$ cat src/rtl/otsu8_pkg.sv
// Shared constants and types of the Otsu threshold core.
package otsu8_pkg;

  localparam int BINS           = 256;
  localparam int BIN_W          = 8;
  localparam int COUNT_BITS_DEF = 21;
  localparam int SCORE_W        = 64;

  // Access to the histogram memory for one cycle.
  typedef struct packed {
    logic             inc;   // count one pixel into bin addr
    logic             clr;   // write zero to bin addr
    logic [BIN_W-1:0] addr;  // bin that is read this cycle
  } hist_cmd_t;

endpackage

$ cat src/rtl/otsu8_score.sv
// Iterative unit for one candidate score: shift-add products, square and long division.
module otsu8_score import otsu8_pkg::*; #(
  parameter int CB = COUNT_BITS_DEF
) (
  input  logic                clk_i,
  input  logic                rst_ni,
  input  logic                start_i,
  input  logic [CB-1:0]       n0_i,
  input  logic [CB+BIN_W-1:0] s0_i,
  input  logic [CB-1:0]       n1_i,
  input  logic [CB+BIN_W-1:0] s1_i,
  output logic                done_o,
  output logic [SCORE_W-1:0]  score_o
);

  localparam int SW    = CB + BIN_W;
  localparam int PW    = CB + SW;
  localparam int DW    = 2 * CB;
  localparam int SQW   = 2 * PW;
  localparam int XW    = (SQW > SCORE_W) ? SQW : SCORE_W + 1;
  localparam int HW    = XW - SCORE_W;
  localparam int CMW   = (HW > DW) ? HW : DW;
  localparam int MAXIT = (PW > SCORE_W) ? PW : SCORE_W;
  localparam int CNT_W = $clog2(MAXIT);

  typedef enum logic [2:0] {
    S_IDLE, S_MUL, S_SUB, S_SQ, S_OVF, S_DIV
  } state_e;

  state_e             state_q;
  logic [CNT_W-1:0]   cnt_q;
  logic [CB-1:0]      a0_q, a1_q;
  logic [PW-1:0]      ms1_q, ms0_q, p_q, q_q, dm_q;
  logic [DW-1:0]      mn1_q, dv_q, rem_q;
  logic [SQW-1:0]     dd_q, sq_q;
  logic [SCORE_W-1:0] lo_q, quo_q, score_q;
  logic               done_q;

  logic [PW-1:0]      diff;
  logic [XW-1:0]      xw;
  logic [HW-1:0]      hi;
  logic [DW:0]        trial, trial_sub;
  logic               fits;

  assign diff      = (p_q >= q_q) ? (p_q - q_q) : (q_q - p_q);
  assign xw        = XW'(sq_q);
  assign hi        = xw[XW-1:SCORE_W];
  assign trial     = {rem_q, lo_q[SCORE_W-1]};
  assign fits      = trial >= {1'b0, dv_q};
  assign trial_sub = trial - {1'b0, dv_q};

  assign done_o  = done_q;
  assign score_o = score_q;

  always_ff @(posedge clk_i or negedge rst_ni) begin
    if (!rst_ni) begin
      state_q <= S_IDLE;
      cnt_q   <= '0;
      done_q  <= 1'b0;
      score_q <= '0;
    end else begin
      done_q <= 1'b0;
      unique case (state_q)
        S_IDLE: begin
          if (start_i) begin
            a0_q    <= n0_i;
            a1_q    <= n1_i;
            ms1_q   <= PW'(s1_i);
            ms0_q   <= PW'(s0_i);
            mn1_q   <= DW'(n1_i);
            p_q     <= '0;
            q_q     <= '0;
            dv_q    <= '0;
            cnt_q   <= CNT_W'(CB - 1);
            state_q <= S_MUL;
          end
        end
        S_MUL: begin
          // Three products share the walk over the class counts.
          if (a0_q[0]) begin
            p_q  <= p_q + ms1_q;
            dv_q <= dv_q + mn1_q;
          end
          if (a1_q[0]) begin
            q_q <= q_q + ms0_q;
          end
          a0_q  <= a0_q >> 1;
          a1_q  <= a1_q >> 1;
          ms1_q <= ms1_q << 1;
          ms0_q <= ms0_q << 1;
          mn1_q <= mn1_q << 1;
          if (cnt_q == '0) begin
            state_q <= S_SUB;
          end else begin
            cnt_q <= cnt_q - 1'b1;
          end
        end
        S_SUB: begin
          dm_q    <= diff;
          dd_q    <= SQW'(diff);
          sq_q    <= '0;
          cnt_q   <= CNT_W'(PW - 1);
          state_q <= S_SQ;
        end
        S_SQ: begin
          if (dm_q[0]) begin
            sq_q <= sq_q + dd_q;
          end
          dm_q <= dm_q >> 1;
          dd_q <= dd_q << 1;
          if (cnt_q == '0) begin
            state_q <= S_OVF;
          end else begin
            cnt_q <= cnt_q - 1'b1;
          end
        end
        S_OVF: begin
          // The quotient needs more than 64 bits exactly when the upper part
          // of the square already reaches the divisor.
          if (CMW'(hi) >= CMW'(dv_q)) begin
            score_q <= '1;
            done_q  <= 1'b1;
            state_q <= S_IDLE;
          end else begin
            rem_q   <= DW'(hi);
            lo_q    <= xw[SCORE_W-1:0];
            quo_q   <= '0;
            cnt_q   <= CNT_W'(SCORE_W - 1);
            state_q <= S_DIV;
          end
        end
        S_DIV: begin
          rem_q <= fits ? trial_sub[DW-1:0] : trial[DW-1:0];
          quo_q <= {quo_q[SCORE_W-2:0], fits};
          lo_q  <= lo_q << 1;
          if (cnt_q == '0) begin
            score_q <= {quo_q[SCORE_W-2:0], fits};
            done_q  <= 1'b1;
            state_q <= S_IDLE;
          end else begin
            cnt_q <= cnt_q - 1'b1;
          end
        end
        default: begin
          state_q <= S_IDLE;
        end
      endcase
    end
  end

endmodule

$ cat config.mk
export PLATFORM = sky130hd
export DESIGN_NAME = otsu8_score
export DESIGN_NICKNAME = d
export VERILOG_FILES = /design/src/rtl/otsu8_pkg.sv /design/src/rtl/otsu8_score.sv
export SDC_FILE = /design/constraint.sdc
export NUM_CORES = 2
export LEC_CHECK = 0
export ABC_AREA = 0
export BUFFER_PORTS_ARGS = -buffer_cell sky130_fd_sc_hd__buf_4
export CAP_MARGIN = 20
export CELL_PAD_IN_SITES_DETAIL_PLACEMENT = 0
export CELL_PAD_IN_SITES_GLOBAL_PLACEMENT = 1
export CORE_MARGIN = 2
export CORE_UTILIZATION = 46
export CTS_BUF_LIST = sky130_fd_sc_hd__clkbuf_2
export CTS_CLUSTER_DIAMETER = 50
export DETAILED_ROUTE_END_ITERATION = 10
export PLACE_DENSITY = 0.83
export SLEW_MARGIN = 25
export SYNTH_ARGS = -nofsm -noshare
export SYNTH_HDL_FRONTEND = slang
export SYNTH_SLANG_ARGS = --single-unit
$ cat constraint.sdc
create_clock -name clk_i -period 11.5 [get_ports clk_i]
set_input_delay 1.15 -clock clk_i [delete_from_list [all_inputs] [get_ports clk_i]]
set_output_delay 1.15 -clock clk_i [all_outputs]
set_load 0.01 [all_outputs]
; ---- Word-level counts from Yosys, hierarchy flattened
; Cells that the tools add are included.
[word_totals]
ff_bits = 819
input_bits = 103
output_inout_bits = 65
word_cells = 106
[op_classes]
add_sub_neg = 8
order_cmp = 3
n_eq_ne = 15
mux = 46
n_reduce_logical = 16
[op_table]
columns = cell, count
row1 = case mux 50 bit (2 select lines), 5
row2 = case mux 100 bit (2 select lines), 2
row3 = two-way mux 50 bit, 6
row4 = case mux 64 bit (2 select lines), 2
row5 = case mux 42 bit (2 select lines), 3
row6 = two-way mux 42 bit, 5
row7 = two-way mux 64 bit, 3
row8 = case mux 63 bit (2 select lines), 1
row9 = adder 100 bit, 1
row10 = adder 50 bit, 2
row11 = two-way mux 100 bit, 1
row12 = subtractor 50 bit, 2
row13 = case mux 21 bit (2 select lines), 2
row14 = two-way mux 63 bit, 1
row15 = greater-or-equal comparator 50 bit, 1
row16 = greater-or-equal comparator 43 x 42 -> 1 bit, 1
row17 = adder 42 bit, 1
row18 = greater-or-equal comparator 36 x 42 -> 1 bit, 1
row19 = two-way mux 21 bit, 2
row20 = subtractor 42 bit, 1
row21 = case mux 6 bit (4 select lines), 1
row22 = "inequality test 2 bit, second input constant", 10
row23 = two-way mux 6 bit, 3
row24 = case mux 3 bit (6 select lines), 1
row25 = 15 further kinds, 30

; ---- Logic depth before layout (Yosys ltp)
[depth]
ltp_word = 4
depth_mapped = 17
depth_no_buf = 14

; ---- Worst setup path after synthesis
; No wires, ideal clock.
[synth_timing]
path_kind = input port to flip-flop
from = in rst_ni
to = reg sq_q[0], enable pin
setup_time_ns = 0.711
arrival_ns = 12.045
required_time_ns = 10.789
slack_ns = -1.256
stages = 2
n_path_buf = 0
cell_sequence = and2_1 -> a21boi_0
[synth_via]
elab_chain_cells = 1
[synth_rtl]
columns = item, line
row1 = start: declaration, otsu8_score.sv:6  ; input logic rst_ni,
row2 = AND reduction 3 bit (no line), -
row3 = end signal: assignment, otsu8_score.sv:107  ; sq_q <= sq_q + dd_q;
row4 = end: declaration, otsu8_score.sv:35  ; logic [SQW-1:0] dd_q, sq_q;
; Every way passes these cells.
; A chain may end at the register's enable or synchronous reset.

; ---- Worst setup path in the final report
[layout_timing]
from = reg dv_q[1]
to = reg lo_q[53], enable pin
[layout_via]
elab_chain_cells = 3
[layout_rtl]
columns = item, line
row1 = start: declaration, otsu8_score.sv:34  ; logic [DW-1:0] mn1_q, dv_q, rem_q;
row2 = start signal: assignment, otsu8_score.sv:82  ; dv_q <= dv_q + mn1_q;
row3 = greater-or-equal comparator 36 x 42 -> 1 bit, otsu8_score.sv:120  ; if (CMW'(hi) >= CMW'(dv_q)) begin
row4 = inequality test 2 bit (no line), -
row5 = AND reduction 3 bit (no line), -
row6 = end signal: assignment, otsu8_score.sv:126  ; lo_q <= xw[SCORE_W-1:0];
row7 = end signal: assignment, otsu8_score.sv:135  ; lo_q <= lo_q << 1;
row8 = end: declaration, otsu8_score.sv:36  ; logic [SCORE_W-1:0] lo_q, quo_q, score_q;
; Every way passes these cells.

==> results.sh <==
export IMPL_status="completed"
export IMPL_chipWidth_um=345.6
export IMPL_synth_edff_count=745
export IMPL_drtIter0Drc=2870
export IMPL_fp_row_count=125
export IMPL_synth_top_area_share_pct=41.67
export IMPL_cts_tree="yes"
export IMPL_dp_cells=7155
export IMPL_clockRootBuffer="clkbuf_2"
export IMPL_start_util_pct=46.26
export IMPL_tns_ns=0
export IMPL_grt_use_total_pct=22.82
export IMPL_antenna_found_initial=4
export IMPL_critPathKind="register to register"
export IMPL_min_period_ns=5.324
export IMPL_ir_worst_vdd_mv=0.1554
export IMPL_dp_hpwl_um=99850
export IMPL_min_path_type="primary input to register"
export IMPL_ctsHoldBuffers=102
export IMPL_grt_pass1_wl_um=224100
export IMPL_nNetsFinal=6485
export IMPL_io_pins=168
export IMPL_rr_startpoint="dv_q[1]"
export IMPL_max_slew_margin_pct=30.78
export IMPL_viasPerCell=5.644
export IMPL_power_density_mw_per_mm2=316.3
export IMPL_p_leak_uw=0.02596
export IMPL_power_switching_uw=8737
export IMPL_whs_ns=0.3572
export IMPL_numClockSinks=819
export IMPL_vias=43270
export IMPL_yosys_warnings=0
export IMPL_gp_congestion=0.9028
export IMPL_htreeDepth=4
export IMPL_drtPass1Iterations=5
export IMPL_ys_flop_type="edfxtp_1"
export IMPL_synth_cell_types=100
export IMPL_n_fill_cell=10890
export IMPL_antenna_left=0
export IMPL_fin_total_pwr_uw=18720
export IMPL_hold_path_end="a0_q[17]"
export IMPL_portBuffers=167
export IMPL_synth_area_per_cell_um2=9.409
export IMPL_yosys_area_top_type="edfxtp_1"
export IMPL_core_mm2=0.1160
export IMPL_wl_per_cell_um=18.11
export IMPL_setup_viol=0
export IMPL_clock_power_share_pct=11.3
export IMPL_ys_top_cells_by_area="edfxtp_1 42%, ha_1 9.7%, nand2_1 6.3%, a21oi_1 4.6%, nor2_1 3.9%"
export IMPL_instances_no_fill=7666
export IMPL_drc=0
export IMPL_cts_buffers=223
export IMPL_seq_power_share_pct=28.8
export IMPL_worstHoldStart="n0_i[17]"
export IMPL_ys_ff_latch=819
export IMPL_reg2reg_depth=14
export IMPL_syn_to_final_growth_pct=10.23
export IMPL_drive_above_1_share_pct=10.29
export IMPL_tightestPinTransition_ns=1.038
export IMPL_cts_resized=0
export IMPL_grt_pass1_vias=42150
export IMPL_max_cap_violations=0
export IMPL_fin_crit_sh_pct=46.29
export IMPL_post_route_util_pct=50.99
export IMPL_clk_path_buf_depth=3
export IMPL_async_reset_ff_share_pct=9.035
export IMPL_cts_setup_buffers=0
export IMPL_cts_reportedPaths_clkPinSlew_ns=0.10
export IMPL_finalHoldViolations=0
export IMPL_yosysSeqAreaShare_pct=45.12
export IMPL_combPwrFrac_pct=59.9
export IMPL_switching_share_pct=46.67
export IMPL_rsz0062_at_grt="false"
export IMPL_final_max_slew_viol_count=0
export IMPL_worstSkewPairLatency_ns=1.60
export IMPL_skew_ns=0.1078
export IMPL_min_path_cells=4
export IMPL_critPathCaptureType="register"
export IMPL_r2r_end="lo_q[53]"
export IMPL_netlist_instances=5706
export IMPL_crit_required_ns=12.65
export IMPL_internal_power_uw=9982
export IMPL_max_freq_mhz=187.8
export IMPL_routed_wl_um=138800
export IMPL_start_kind="register"
export IMPL_dieArea_mm2=0.1195
export IMPL_grt_ovfl_total=0
export IMPL_cp_data_arrival_time_ns=6.48
export IMPL_grt_max_degree=98
export IMPL_synth_area_mm2=0.05369
export IMPL_reg2reg_slack_ns=6.18
export IMPL_synth_fp_nets=6233
export IMPL_die_y_um=345.6
export IMPL_crit_fanout=67
-- logic make-up after synthesis --
| group | synth area share, % |
|---|---|
| AOI/OAI and AO/OA | 18.31 |
| and+or+nand+nor | 17.38 |
| xor gates and xnor gates | 4.405 |
| muxes | 1.007 |
| DFF | 45.12 |
| buffers and inverters | 3.797 |
| adders and majority gates | 9.980 |
-- power groups by stage --
stage | Combinational [µW] | Clock, µW | Sequential [µW]
3_3_place_gp | 10900 | 0 | 5430
6_report | 11200 | 2120 | 5390
3_5_place_dp | 11000 | 0 | 5450
5_1_grt | 12500 | 2350 | 5480
2_1_floorplan | 8590 | 0 | 5240
4_1_cts | 11100 | 2190 | 5390
-- metal layers --
metal	up-vias	global-route usage, %	part of all wire (%)
met5	-	0	0
met1	20700	31.41	47
met2	1076	36.58	46
li1	21260	-	-
met3	233	3.867	5.1
met4	0	7.522	2.6
-- flip-flops by register name, indices dropped and copies added (netlist names), 21 cells and up --
signal and cells:
p_q 50, sq_q 100, score_o 64, rem_q 42, lo_q 64, q_q 50
ms0_q 50, a1_q 21, quo_q 63, dm_q 50, mn1_q 42, a0_q 21
dd_q 100, ms1_q 50, dv_q 42
-- worst max path at each step --
stage               startpoint  endpoint  cells past startpoint
floorplan               rst_ni   sq_q[0]                      2
global placement       dv_q[1]  lo_q[62]                     14
detailed placement     dv_q[1]  lo_q[43]                     14
CTS                    dv_q[1]  lo_q[34]                     14
global route           dv_q[1]  lo_q[34]                     14
finish                 dv_q[1]  lo_q[53]                     14
-- through the flow --
stage                     setup slack, ns  area [µm²]
after floorplan                    0.3987       53690
after global placement              6.262       56050
after detailed placement            6.258       56090
after CTS                           6.231       59140
after global routing                5.850       59180
final                               6.176       59180
-- cells in the mapped netlist, types with 86 or more instances --
| cell | n |
|---|---|
| nand2_1 | 898 |
| edfxtp_1 | 745 |
| nor2_1 | 563 |
| a21oi_1 | 492 |
| ha_1 | 417 |
| o21ai_0 | 329 |
| inv_1 | 232 |
| a21o_1 | 231 |
| clkbuf_1 | 229 |
| and3_1 | 212 |
| xnor2_1 | 145 |
| xor2_1 | 125 |
| o21a_1 | 102 |
| nand4_1 | 86 |
-- cells in the final DEF, fill, tap and decap left out, types with 57 or more instances in the layout --
master | Yosys | layout
inv_1 | 232 | 232
nor2_1 | 563 | 561
ha_1 | 417 | 417
nand4_1 | 86 | 86
dlygate4sd3_1 | 0 | 102
nand2_1 | 898 | 895
o21ai_0 | 329 | 329
a21oi_1 | 492 | 489
nor3_1 | 64 | 64
o21a_1 | 102 | 101
clkbuf_2 | 1 | 316
dfrtp_1 | 74 | 73
a21o_1 | 231 | 231
clkinv_1 | 0 | 57
edfxtp_1 | 745 | 745
buf_4 | 8 | 199
xnor2_1 | 145 | 145
xor2_1 | 125 | 125
and3_1 | 212 | 212
o21bai_1 | 74 | 74
-- worst max-delay path, cell delays in order, from the launching register on --
cell	delay [ns]
edfxtp_1	0.45
inv_1	0.17
ha_1	0.27
nor2b_1	0.13
o21a_1	0.16
o21a_1	0.16
o21a_1	0.16
o21ai_0	0.31
a21oi_1	0.17
o2111ai_1	0.45
a21oi_1	0.13
nor2_1	0.14
and2_4	0.53
buf_4	0.77
buf_4	0.80
-- cell type report --
type                    instances  area, µm²  area share [%]
flip-flops and latches        819      24230           40.94
clock buffers                 316       1582           2.673
inverters                     232      870.8           1.472
diodes                          8      20.02         0.03383
multi-input cells            4379      27560           46.58
clock inverters                85      454.2          0.7675
repair buffers                303       2554           4.315
well taps                    1524       1907           3.222
(Power assumes the default switching activity.)
